[src/hw/rtl/sffp_pkg.sv]
// ----------------------------------------------------------------------------
// sffp_pkg: shared types and constants of the sync-framed packet parser
// Frame phase codes, status codes, frame bytes and the result record.
// ----------------------------------------------------------------------------
package sffp_pkg;

  localparam int unsigned BYTE_W   = 8;
  localparam int unsigned WORD_W   = 32;
  localparam int unsigned STATUS_W = 3;
  localparam int unsigned TYPE_W   = 2;
  localparam int unsigned PHASE_W  = 3;
  localparam int unsigned APB_AW   = 3;
  localparam int unsigned APB_DW   = 32;

  // Frame phases; unused codes behave like PH_SYNC1.
  localparam logic [PHASE_W-1:0] PH_SYNC1   = 3'd0;
  localparam logic [PHASE_W-1:0] PH_SYNC2   = 3'd1;
  localparam logic [PHASE_W-1:0] PH_TYPE    = 3'd2;
  localparam logic [PHASE_W-1:0] PH_COUNT   = 3'd3;
  localparam logic [PHASE_W-1:0] PH_PAYLOAD = 3'd4;
  localparam logic [PHASE_W-1:0] PH_TRAIL1  = 3'd5;
  localparam logic [PHASE_W-1:0] PH_TRAIL2  = 3'd6;

  localparam logic [STATUS_W-1:0] ST_NONE      = 3'd0;
  localparam logic [STATUS_W-1:0] ST_OK        = 3'd1;
  localparam logic [STATUS_W-1:0] ST_BAD_SYNC1 = 3'd2;
  localparam logic [STATUS_W-1:0] ST_BAD_SYNC2 = 3'd3;
  localparam logic [STATUS_W-1:0] ST_BAD_TYPE  = 3'd4;
  localparam logic [STATUS_W-1:0] ST_BAD_COUNT = 3'd5;
  localparam logic [STATUS_W-1:0] ST_BAD_TRL1  = 3'd6;

  localparam logic [TYPE_W-1:0] FT_NONE   = 2'd0;
  localparam logic [TYPE_W-1:0] FT_ARRIVE = 2'd1;
  localparam logic [TYPE_W-1:0] FT_ENEMY  = 2'd2;

  localparam logic [BYTE_W-1:0] SYNC1_BYTE  = 8'h55;
  localparam logic [BYTE_W-1:0] SYNC2_BYTE  = 8'h00;
  localparam logic [BYTE_W-1:0] TRAIL1_BYTE = 8'h00;
  localparam logic [BYTE_W-1:0] TRAIL2_BYTE = 8'hAA;
  localparam logic [BYTE_W-1:0] TYPE_NONE   = 8'h00;
  localparam logic [BYTE_W-1:0] TYPE_ARRIVE = 8'h01;
  localparam logic [BYTE_W-1:0] TYPE_BLUE   = 8'h09;
  localparam logic [BYTE_W-1:0] TYPE_RED    = 8'h0A;

  localparam logic [BYTE_W-1:0] MAX_COUNT_RESET = 8'd20;

  // Register index in the configuration space.
  localparam logic [0:0] REG_MAX_COUNT = 1'b0;

  typedef struct packed {
    logic [STATUS_W-1:0] frame_status;
    logic                word_valid;
    logic [WORD_W-1:0]   word_data;
    logic [BYTE_W-1:0]   word_index;
    logic [TYPE_W-1:0]   frame_type;
    logic                enemy_red;
    logic [BYTE_W-1:0]   word_count;
  } result_t;

endpackage

[src/hw/rtl/sync_framed_float_packet_parser.sv]
// ----------------------------------------------------------------------------
// sync_framed_float_packet_parser: byte-stream frame parser
// Checks sync/type/count/payload/trailer frames and emits payload words.
// ----------------------------------------------------------------------------
// Usage:
//   Input channel: one received byte per item on rx_byte, taken at a clock
//   edge with in_valid high and in_stall low.
//   Output channel: exactly one result item per input byte (status, any
//   completed payload word with its index, frame type, colour bit, count),
//   taken at an edge with out_valid high and out_stall low.
//   Configuration: APB write to byte address 0 sets max_word_count
//   (reset 20); write only while no byte is in flight.
//   Path: the accepted byte passes the input register, then the result
//   register; the frame decode sits between the two.
//   Throughput: one byte per clock while out_stall is low.
//   Reset: synchronous; both registers empty, parser waits for first sync.
//   Stall: a stalled result holds; the input register fills behind it and
//   then in_stall rises until the receiver takes the result.
// ----------------------------------------------------------------------------
module sync_framed_float_packet_parser (
  input  logic                          clk,
  input  logic                          rst,
  // byte input
  input  logic                          in_valid,
  output logic                          in_stall,
  input  logic [sffp_pkg::BYTE_W-1:0]   rx_byte,
  // result output
  output logic                          out_valid,
  input  logic                          out_stall,
  output logic [sffp_pkg::STATUS_W-1:0] frame_status,
  output logic                          word_valid,
  output logic [sffp_pkg::WORD_W-1:0]   word_data,
  output logic [sffp_pkg::BYTE_W-1:0]   word_index,
  output logic [sffp_pkg::TYPE_W-1:0]   frame_type,
  output logic                          enemy_red,
  output logic [sffp_pkg::BYTE_W-1:0]   word_count,
  // configuration
  input  logic                          psel,
  input  logic                          penable,
  input  logic                          pwrite,
  input  logic [sffp_pkg::APB_AW-1:0]   paddr,
  input  logic [sffp_pkg::APB_DW-1:0]   pwdata,
  output logic [sffp_pkg::APB_DW-1:0]   prdata,
  output logic                          pready
);
  import sffp_pkg::*;

  logic              byte_vld;
  logic [BYTE_W-1:0] byte_q;
  logic [BYTE_W-1:0] max_count;
  logic              step;
  logic              can_load;
  logic              reg_hit;
  result_t           res_comb;
  result_t           res_q;

  // Configuration register; the register index is the word address.
  assign pready  = 1'b1;
  assign reg_hit = (paddr[APB_AW-1:2] == REG_MAX_COUNT);
  assign prdata  = reg_hit ? {{(APB_DW-BYTE_W){1'b0}}, max_count} : '0;

  always_ff @(posedge clk) begin
    if (rst) begin
      max_count <= MAX_COUNT_RESET;
    end else if (psel && penable && pwrite && pready && reg_hit) begin
      max_count <= pwdata[BYTE_W-1:0];
    end
  end

  // Decode the held byte whenever the result register can take it.
  assign step     = byte_vld && can_load;
  // Hold the input while the held byte cannot move on.
  assign in_stall = byte_vld && !can_load;

  always_ff @(posedge clk) begin
    if (rst) begin
      byte_vld <= 1'b0;
    end else if (!in_stall) begin
      byte_vld <= in_valid;
    end
  end

  always_ff @(posedge clk) begin
    if (in_valid && !in_stall) begin
      byte_q <= rx_byte;
    end
  end

  sffp_parse u_parse (
    .clk       (clk),
    .rst       (rst),
    .step      (step),
    .rx_byte   (byte_q),
    .max_count (max_count),
    .res       (res_comb)
  );

  sffp_out_reg u_out (
    .clk       (clk),
    .rst       (rst),
    .load      (step),
    .res_in    (res_comb),
    .out_stall (out_stall),
    .out_valid (out_valid),
    .can_load  (can_load),
    .res_out   (res_q)
  );

  assign frame_status = res_q.frame_status;
  assign word_valid   = res_q.word_valid;
  assign word_data    = res_q.word_data;
  assign word_index   = res_q.word_index;
  assign frame_type   = res_q.frame_type;
  assign enemy_red    = res_q.enemy_red;
  assign word_count   = res_q.word_count;

  a_stall_needs_held_byte: assert property (@(posedge clk) disable iff (rst)
    in_stall |-> byte_vld)
    else $error("input stalled with nothing held");

  a_no_step_when_blocked: assert property (@(posedge clk) disable iff (rst)
    (out_valid && out_stall) |-> !step)
    else $error("byte decoded while result register blocked");

  a_reset_max_count: assert property (@(posedge clk)
    rst |=> (max_count == MAX_COUNT_RESET))
    else $error("max word count not restored by reset");

  a_step_yields_result: assert property (@(posedge clk) disable iff (rst)
    step |=> out_valid)
    else $error("decoded byte produced no result item");

endmodule

[src/hw/rtl/sffp_parse.sv]
// ----------------------------------------------------------------------------
// sffp_parse: frame state and per-byte decode
// Holds the frame phase and word assembly state; computes one result per byte.
// ----------------------------------------------------------------------------
module sffp_parse (
  input  logic                        clk,
  input  logic                        rst,
  input  logic                        step,
  input  logic [sffp_pkg::BYTE_W-1:0] rx_byte,
  input  logic [sffp_pkg::BYTE_W-1:0] max_count,
  output sffp_pkg::result_t           res
);
  import sffp_pkg::*;

  logic [PHASE_W-1:0] phase, phase_next;
  logic [TYPE_W-1:0]  type_code, type_code_next;
  logic               colour_bit, colour_bit_next;
  logic [BYTE_W-1:0]  expected_words, expected_words_next;
  logic [BYTE_W-1:0]  words_done, words_done_next;
  logic [1:0]         byte_position, byte_position_next;
  logic [23:0]        partial_word, partial_word_next;

  always_comb begin
    phase_next          = phase;
    type_code_next      = type_code;
    colour_bit_next     = colour_bit;
    expected_words_next = expected_words;
    words_done_next     = words_done;
    byte_position_next  = byte_position;
    partial_word_next   = partial_word;
    res                 = '0;

    case (phase)
      PH_SYNC2: begin
        if (rx_byte == SYNC2_BYTE) begin
          phase_next = PH_TYPE;
        end else begin
          phase_next       = PH_SYNC1;
          res.frame_status = ST_BAD_SYNC2;
        end
      end
      PH_TYPE: begin
        phase_next = PH_COUNT;
        case (rx_byte)
          TYPE_BLUE: begin
            type_code_next  = FT_ENEMY;
            colour_bit_next = 1'b0;
          end
          TYPE_RED: begin
            type_code_next  = FT_ENEMY;
            colour_bit_next = 1'b1;
          end
          TYPE_ARRIVE: type_code_next = FT_ARRIVE;
          TYPE_NONE:   type_code_next = FT_NONE;
          default: begin
            phase_next       = PH_SYNC1;
            res.frame_status = ST_BAD_TYPE;
          end
        endcase
      end
      PH_COUNT: begin
        expected_words_next = rx_byte;
        words_done_next     = '0;
        byte_position_next  = '0;
        partial_word_next   = '0;
        if (rx_byte > max_count) begin
          phase_next       = PH_SYNC1;
          res.frame_status = ST_BAD_COUNT;
        end else if (rx_byte == '0) begin
          phase_next = PH_TRAIL1;
        end else begin
          phase_next = PH_PAYLOAD;
        end
      end
      PH_PAYLOAD: begin
        if (byte_position == 2'd3) begin
          // last byte of the word: emit and advance the word counter
          res.word_valid     = 1'b1;
          res.word_data      = {rx_byte, partial_word};
          res.word_index     = words_done;
          words_done_next    = words_done + 8'd1;
          byte_position_next = '0;
          partial_word_next  = '0;
          if (words_done_next == expected_words) begin
            phase_next = PH_TRAIL1;
          end
        end else begin
          case (byte_position)
            2'd0:    partial_word_next[7:0]   = rx_byte;
            2'd1:    partial_word_next[15:8]  = rx_byte;
            default: partial_word_next[23:16] = rx_byte;
          endcase
          byte_position_next = byte_position + 2'd1;
        end
      end
      PH_TRAIL1: begin
        if (rx_byte == TRAIL1_BYTE) begin
          phase_next = PH_TRAIL2;
        end else begin
          phase_next       = PH_SYNC1;
          res.frame_status = ST_BAD_TRL1;
        end
      end
      PH_TRAIL2: begin
        // a bad final byte drops the frame without a report
        if (rx_byte == TRAIL2_BYTE) begin
          res.frame_status = ST_OK;
        end
        phase_next = PH_SYNC1;
      end
      default: begin
        if (rx_byte == SYNC1_BYTE) begin
          phase_next          = PH_SYNC2;
          type_code_next      = FT_NONE;
          expected_words_next = '0;
          words_done_next     = '0;
          byte_position_next  = '0;
          partial_word_next   = '0;
        end else begin
          phase_next       = PH_SYNC1;
          res.frame_status = ST_BAD_SYNC1;
        end
      end
    endcase

    res.frame_type = type_code_next;
    res.enemy_red  = colour_bit_next;
    res.word_count = expected_words_next;
  end

  always_ff @(posedge clk) begin
    if (rst) begin
      phase          <= PH_SYNC1;
      type_code      <= FT_NONE;
      colour_bit     <= 1'b0;
      expected_words <= '0;
      words_done     <= '0;
      byte_position  <= '0;
      partial_word   <= '0;
    end else if (step) begin
      phase          <= phase_next;
      type_code      <= type_code_next;
      colour_bit     <= colour_bit_next;
      expected_words <= expected_words_next;
      words_done     <= words_done_next;
      byte_position  <= byte_position_next;
      partial_word   <= partial_word_next;
    end
  end

  a_word_only_in_payload: assert property (@(posedge clk) disable iff (rst)
    (step && res.word_valid) |-> (phase == PH_PAYLOAD))
    else $error("word emitted outside payload phase");

  a_ok_only_at_trailer: assert property (@(posedge clk) disable iff (rst)
    (step && (res.frame_status == ST_OK)) |=> (phase == PH_SYNC1))
    else $error("frame accepted without returning to sync wait");

  a_sync_starts_frame: assert property (@(posedge clk) disable iff (rst)
    (step && (phase == PH_SYNC1) && (rx_byte == SYNC1_BYTE))
      |=> (phase == PH_SYNC2) && (words_done == '0))
    else $error("sync byte did not start a frame");

endmodule

[src/hw/rtl/sffp_out_reg.sv]
// ----------------------------------------------------------------------------
// sffp_out_reg: result register
// Holds one result item until the receiver takes it.
// ----------------------------------------------------------------------------
module sffp_out_reg (
  input  logic              clk,
  input  logic              rst,
  input  logic              load,
  input  sffp_pkg::result_t res_in,
  input  logic              out_stall,
  output logic              out_valid,
  output logic              can_load,
  output sffp_pkg::result_t res_out
);
  import sffp_pkg::*;

  assign can_load = !out_valid || !out_stall;

  always_ff @(posedge clk) begin
    if (rst) begin
      out_valid <= 1'b0;
    end else if (can_load) begin
      out_valid <= load;
    end
  end

  always_ff @(posedge clk) begin
    if (can_load && load) begin
      res_out <= res_in;
    end
  end

endmodule

[config.mk]
export PLATFORM = sky130hd
export DESIGN_NAME = sync_framed_float_packet_parser
export DESIGN_NICKNAME = d
export VERILOG_FILES = /design/src/hw/rtl/sffp_pkg.sv /design/src/hw/rtl/sync_framed_float_packet_parser.sv /design/src/hw/rtl/sffp_parse.sv /design/src/hw/rtl/sffp_out_reg.sv
export SDC_FILE = /design/constraint.sdc
export NUM_CORES = 1
export LEC_CHECK = 0
export ABC_AREA = 1
export BUFFER_PORTS_ARGS = -buffer_cell sky130_fd_sc_hd__buf_2
export CELL_PAD_IN_SITES_DETAIL_PLACEMENT = 0
export CELL_PAD_IN_SITES_GLOBAL_PLACEMENT = 1
export CORE_AREA = 5 5 129 131
export CTS_BUF_LIST = sky130_fd_sc_hd__clkbuf_4 sky130_fd_sc_hd__clkbuf_8 sky130_fd_sc_hd__clkbuf_16
export DETAILED_ROUTE_END_ITERATION = 10
export DIE_AREA = 0 0 134 136
export PLACE_DENSITY_LB_ADDON = 0.1
export REMOVE_ABC_BUFFERS = 1
export SETUP_SLACK_MARGIN = 0.05
export SLEW_MARGIN = 20
export SYNTH_ARGS = -nofsm -noshare
export SYNTH_HDL_FRONTEND = slang
export SYNTH_HIERARCHICAL = 1
export SYNTH_SLANG_ARGS = --single-unit
export TNS_END_PERCENT = 100
[constraint.sdc]
create_clock -name clk -period 5.7 [get_ports clk]
set_clock_uncertainty 0.2 [all_clocks]
set_input_delay 0.57 -clock clk [delete_from_list [all_inputs] [get_ports clk]]
set_output_delay 0.57 -clock clk [all_outputs]
set_load 0.1 [all_outputs]
==> results list, run 1 <==
- Status: finished clean
* Drt drc: 0
- Worst setup path category: reg2reg
- Critical Path Fanout Max: 28
- At the end of routability-driven placement, the weighted congestion stood at between 0.8 and 0.9.
* Ranking of synthesized cells by instance count: nand2_1, nor2_1, inv_1
* PostCTS Resize Cnt: 0
* Floorplan die area: between 0.015 and 0.02 sq mm
- In the synthesized netlist the dominant register cell turns out to be edfxtp_1.
- The first detailed-routing pass took 5 iterations.
* Mean post-synth cell area: 8.25 sq um
- Yosys mapped a number of flops with a built-in enable equal to 63.
- Share of power burned in registers: 0.409
- Total congestion overflow after global routing: 0
* Cells taking the most area after synthesis: edfxtp_1, dfxtp_1, nand2_1, nor2_1, inv_1
* Skew-Pair Late Insertion Delay: 0.42 ns
- Slack of the worst reg-to-reg path: roughly 2.7 ns
- Number of core rows: 46
- Setup violations remaining at the end of the flow were counted as 0.
* Number of global-route vias before repair: roughly 4600
- After clock tree synthesis, the clock-pin slew on the worst setup and hold paths is roughly 0.050 ns.
* Reported net switching power: between 0.6 and 0.7 mW
- Final hold violation count: 0
- End-of-flow core utilization: 0.447
- Required @ worst endpoint: about 5.6 ns
- Number of antenna violations at the first check in global routing: 0
- The count of nets left with antenna violations once routing finished came out at 0.
- Number of distinct library cell variants in the gate-level netlist after synthesis: 40
* Time the worst path needs with I/O delays and setup: between 2 and 3 ns
- Of the post-synthesis cell area, the dominant cell type holds 0.321.
* Count of inserted antenna diode cells: 0
* Post-cts hold buffer count: 0
- The path class of the tightest hold or removal check is in2reg.
- Die span in y: 136 um
- Data arrival time of the worst path: between 2 and 3 ns
* Syn Inst Count: about 710
- YS warnings: 6
* Maximum Capacitance Violations: 0
- Largest net degree at the start of global routing: roughly 50
- Placed Cells incl. Taps: 970
* Net Sw Frac: 0.291
- Logic pwr share: 0.154
* Library cell with the largest summed area after synthesis: edfxtp_1
- For this run, the top clock speed supported by timing is approximately 340 MHz.
- STA classifies the critical path endpoint as a flip-flop.
* Vias per Instance: roughly 4.8
- For this design the top-level I/O count stands at 140.
- Longest Clk Path Bufs: 2
- For this configuration, the core starts out at a cell density of 0.380.
- For this run, the total global-route usage over all layers was measured as 0.162.
- Htree depth: 4
* Area inside the core boundary: between 0.015 and 0.02 sq mm
* Tightest Pin Transition: just over 1 ns
* Total wire length: between 10 and 15 mm
* Fraction of synthesis flops using an asynchronous set or reset pin: 0
- After synthesis the cells add up to slightly below 0.006 sq mm.
- Total vias in the final route: 4785
- The number of setup buffers added after CTS is 0.
- The number of slew-limit violations in the final report came to 0.
* Share of the clock period used by the worst path after layout: 0.523
- The floorplan step set the die width to between 100 and 150 um.
- Of the total power, the clock network draws 0.436.
* Share of layout cells above drive strength 1: 0.199
- Adding up every negative setup slack in the final design gives 0 ns.
- Clock tree from TritonCTS: yes
- Synthesized flop and latch total: about 120
- The tree is rooted in a clkbuf_16.
- Iteration-0 DRC Markers: ~320
* Pint: approximately 1.7 mW
* Leak Pwr: between 3 and 4 nW
- nand2_1 is the most common cell in the netlist.
- The tree built by TritonCTS fans out to ~120 sinks.
- IO Port Bufs: a little under 90
* RSZ-0062 raised after global routing: false
- Layout area overhead: 17.5%
* Routed WL per cell: ~14 um
- Final-layout worst hold slack: about 0.13 ns
- In this run, CTS created clock tree buffers numbering 17.
- The worst pin sits at a relative slew slack of 0.319.
* First-pass GRT wire length: 23.0 mm
- Count of non-filler cells in the finished layout: between 1000 and 1500
- Of the synthesized area, sequential elements account for 0.518.
- Across the VDD grid, the largest voltage drop is 200 uV.
- The net count of the finished layout is 859.
* Category of the worst setup path launch point: flip-flop
- Power per cell area: 340 mW/mm^2
- DPL Wire Length: approximately 10 mm
[per-layer routing]
metal	global-route usage	up-vias	wire length, um
li1	-	2414	-
met1	0.204	2250	6640
met2	0.262	111	6830
met3	0.0400	10	660
met4	0.0760	0	144
met5	0	-	0
[registers in the layout, summed over array words and instances (netlist names)]
signal,cells
u_parse/partial_word,24
u_out/out_valid,1
byte_q,8
u_out/res_out,55
u_parse/phase,3
u_parse/expected_words,8
byte_vld,1
max_count,8
u_parse/type_code,2
u_parse/words_done,8
u_parse/colour_bit,1
u_parse/byte_position,2
[power groups by stage]
stage	sequential [mW]	clock, mW	combinational (mW)
global route	0.967	1.10	0.386
detailed placement	0.982	0	0.365
CTS	0.965	1.06	0.365
floorplan	1.10	0	0.179
finish	0.964	1.03	0.363
global placement	0.981	0	0.361
[worst paths after layout]
kind,from,endpoint,cells past startpoint
setup reg to reg,u_out/out_valid,u_out/res_out[42],6
hold reg to reg,u_parse/partial_word[14],u_parse/partial_word[14],2
hold / removal,rx_byte[0],byte_q[0],1
setup / recovery,u_out/out_valid,u_out/res_out[42],6
[kinds of logic after synthesis]
logic type / share of synthesized area
AOI/OAI and AO/OA: 0.0733
DFF: 0.518
adders and majority gates: 0.0255
and+or+nand+nor: 0.258
other: 0.00128
xor gates and xnor gates: 0.00446
buffers and inverters: 0.119
[cell usage in the layout, fill, tap and decap left out, drive strengths merged, types with 2 or more instances in the layout]
master / Yosys / layout
nor3: 2 / 2
conb: 2 / 25
inv: 96 / 96
nand4: 7 / 7
a211oi: 2 / 2
edfxtp: 63 / 63
clkbuf: 11 / 28
o211ai: 2 / 2
dfxtp: 58 / 58
clkinv: 1 / 4
o21ai: 12 / 12
buf: 38 / 90
xor2: 2 / 2
ha: 12 / 12
nand3: 63 / 63
a21oi: 58 / 58
nor2: 117 / 117
nand2: 162 / 162
[final cells by class]
type	count	area, sq um
inverters	97	368
flip-flops and latches	121	3050
repair buffers	90	455
clock inverters	4	45.0
multi-input cells	470	2230
clock buffers	28	527
well taps	192	240
fillers	1562	8560
[worst max-delay path: stages, from the launching register on]
cell and delay (ns):
dfxtp_1 0.35, nand2_2 0.09, nand2_1 0.06, inv_1 0.44, inv_1 0.20, a21oi_4 0.76
buf_4 0.49
[through the flow]
stage / instance area [sq um] / setup slack, ns / total power, mW
2_1_floorplan: 5640 / 1.01 / 1.28
3_3_place_gp: 6350 / 2.46 / 1.34
3_5_place_dp: 6350 / 2.37 / 1.35
4_1_cts: 6920 / 2.70 / 2.39
5_1_grt: 6920 / 2.53 / 2.45
6_report: 6920 / 2.72 / 2.36
Power figures use the tool's default switching activity.
==> run 2, diff against run 1 <==
==> constraint.sdc (replaced) <==
create_clock -name clk -period 3.1 [get_ports clk]
set_clock_uncertainty 0.2 [all_clocks]
set_input_delay 0.31 -clock clk [delete_from_list [all_inputs] [get_ports clk]]
set_output_delay 0.31 -clock clk [all_outputs]
set_load 0.1 [all_outputs]
==> run 2 against run 1 <==
Effect of this change: combinational power up 89%; clock-buffer cell count decreased by 10; first-iteration DRC count up 12%; cell count rose by 1.7%; die area is the same; worst setup slack got worse by 2.1 ns; flip-flop and latch count did not move; largest cell class unchanged; sequential power up 84%; clock power increased by 83%; sequential share of layout area is 0.96 points lower.
==> results list, run 2 (same netlist as run 1, synthesis figures left out) <==
* Drt drc: 0 (unchanged)
* Commonest non-fill, non-tap cell in the layout: nand2_1 (unchanged)
- The clock transition at the registers of the reported paths came to 0.06 ns (was 0.05 ns).
* Total wire length: 14.4 mm (was 14.3 mm)
- Drt first pass iters: 5 (unchanged)
- IO Port Bufs: 88 (unchanged)
* Data arrival time of the worst path: 2.57 ns (was 2.85 ns)
- The worst-case vdd ir drop is 357 uV (was 200 uV).
* Slew HR: 0.539 (was 0.319)
- For this run, the top clock speed supported by timing is roughly 400 MHz.
- Power per cell area: 614 mW/mm^2 (was 340 mW/mm^2)
- The count of routing violations after the opening detailed-route iteration is 358 (was 319).
- Number of core rows: 46 (unchanged)
- Global-route total usage across every layer: 0.164 (was 0.162)
- Final hold violation count: 0 (unchanged)
- Number of primary I/O pins: 140 (unchanged)
- Number of antenna violations at the first check in global routing: 0 (unchanged)
- Layout area overhead: 20.2% (was 17.5%)
- Setup violations, final: 0 (unchanged)
- Time the worst path needs with I/O delays and setup: roughly 2.5 ns
- The critical path start-end classification is in2reg (was reg2reg).
- RSZ-0062 raised after global routing: false (unchanged).
- The placeable core region was 0.0155 sq mm (unchanged).
- The final antenna diode count came to 0 (unchanged).
- Sum Neg Setup Slack: 0 ns (unchanged)
* Commonest non-fill, non-tap cells in the layout: nand2_1, nor2_1, inv_1 (unchanged)
* Largest register FFs: 55 (unchanged)
- The maximum root-to-sink buffer count came to 2 (unchanged).
* Status: finished clean (unchanged)
- The starting density of the core is 0.380 (unchanged).
- The number of slew-limit violations in the final report is 0 (unchanged).
* Clock tree from TritonCTS: yes (unchanged)
- The per-cell routed wire length is 14.2 um (about the same).
- The clock net sink count was 121 (unchanged).
- Remaining number of nets flagged by the antenna check after routing: 0 (unchanged)
* Post CTS Setup Buffer Count: 0 (unchanged)
- The via count was 4867 (was 4785).
- CTS Buf Count: 17 (unchanged)
- Maximum Capacitance Violations: 0 (unchanged)
- Number of global-route vias before repair: 4756 (was 4613)
* DPL Wire Length: 10.1 mm (was 10.0 mm)
* Vias per Instance: 4.78 (about the same)
* Leak Pwr: 3.11 nW (was 3.06 nW)
- Die span in y: 136 um (unchanged)
- The library cell used as clock root buffer is clkbuf_16 (unchanged).
- The kind of launch point of the worst setup path was a primary input (was flip-flop).
* Share of the clock period used by the worst path after layout: 0.797
* Critical Path Sink Type: flip-flop (unchanged)
- The area of the die came to 0.0182 sq mm (unchanged).
* Final net count: 876 (was 859)
- Skew-Pair Late Insertion Delay: 0.41 ns (was 0.42 ns)
- The fraction of final layout cells sized beyond drive strength 1 is 0.197 (was 0.199).
- Htree depth: 4 (unchanged)
- The register ranked first by flip-flop count was u_out/res_out (unchanged).
- The wire length of the first global-routing pass was 23.3 mm (was 23.0 mm).
* Die width: 134 um (unchanged)
- Hold/Removal Path Class: in2reg (unchanged)
- The largest fanout of any net on the critical path came to 35 (was 28).
- Largest net degree at the start of global routing: 36 (was 49)
- Tightest Pin Transition: 0.689 ns (was 1.02 ns)
* End-of-flow core utilization: 0.457 (was 0.447)
- The remaining global-route overflow came to 0 (unchanged).
- Leading registers by flop count: u_out/res_out (55), u_parse/partial_word (24) (unchanged).
- Final-layout worst hold slack: 0.0245 ns (was 0.128 ns)
- The data required time at the worst endpoint was 3.20 ns (was 5.57 ns).
- Final GP Congestion: 0.830 (was 0.842)
[run 2: cell count changes in the layout (fill, tap and decap cells not counted)]
| cell | previous run | this run |
|---|---|---|
| clkbuf_4 | 8 | 1 |
| buf_4 | 2 | 6 |
| clkinv_4 | 0 | 2 |
| dlygate4sd3_1 | 0 | 13 |
| bufinv_16 | 1 | 2 |
| clkinvlp_4 | 0 | 3 |
| clkbuf_8 | 3 | 0 |
| clkinv_2 | 4 | 6 |
| clkinv_1 | 0 | 2 |
[run 2: metrics by stage]
stage	cells	setup slack (ns)	instance area, sq um	total power, mW
CTS	1019	0.660	7080	4.40
global placement	974	0.807	6380	2.48
finish	1019	0.630	7080	4.35
floorplan	688	-1.59	5640	2.35
detailed placement	974	0.746	6380	2.48
global route	1019	0.413	7080	4.53
[run 2: repair_timing]
action                    in CTS  in global routing
hold buffers                  13                  0
resized for setup              0                  0
hold endpoints to repair      13                  0
[run 2: cell type report]
cell class              count  area [sq um]
flip-flops and latches    121          3050
inverters                  97           368
clock buffers              18           433
clock inverters            14           133
well taps                 192           240
multi-input cells         470          2230
repair buffers            107           616
fillers                  1541          8410
[run 2: path summary, 6_finish.rpt]
path | startpoint | end | slack (ns) | cells past startpoint
max | out_stall | u_parse/words_done[6] | 0.63 | 12
min | pwdata[0] | max_count[0] | 0.02 | 5
max reg2reg | u_parse/phase[2] | u_parse/words_done[6] | 0.80 | 7
min reg2reg | u_parse/partial_word[2] | u_parse/partial_word[2] | 0.26 | 2
[run 2: worst max-delay path, cell delays in order]
cell	delay, ns
dlygate4sd3_1	0.53
buf_2	0.15
nand2_2	0.09
nand2_1	0.06
inv_1	0.06
inv_1	0.23
nor2_1	0.20
nand2_2	0.13
inv_4	0.31
nand2_2	0.23
o21ai_0	0.22
a21oi_1	0.05
[run 2: report_power, final]
part | switching (mW) | internal (mW) | total (mW)
Sequential | 0.0293 | 1.74 | 1.77
Combinational | 0.577 | 0.110 | 0.687
Clock | 0.712 | 1.18 | 1.89
[run 2: per-layer routing]
| metal | global-route usage | part of all wire |
|---|---|---|
| met1 | 0.205 | 0.43 |
| met2 | 0.266 | 0.47 |
| met3 | 0.0433 | 0.067 |
| met4 | 0.0771 | 0.025 |
| met5 | 0 | 0 |
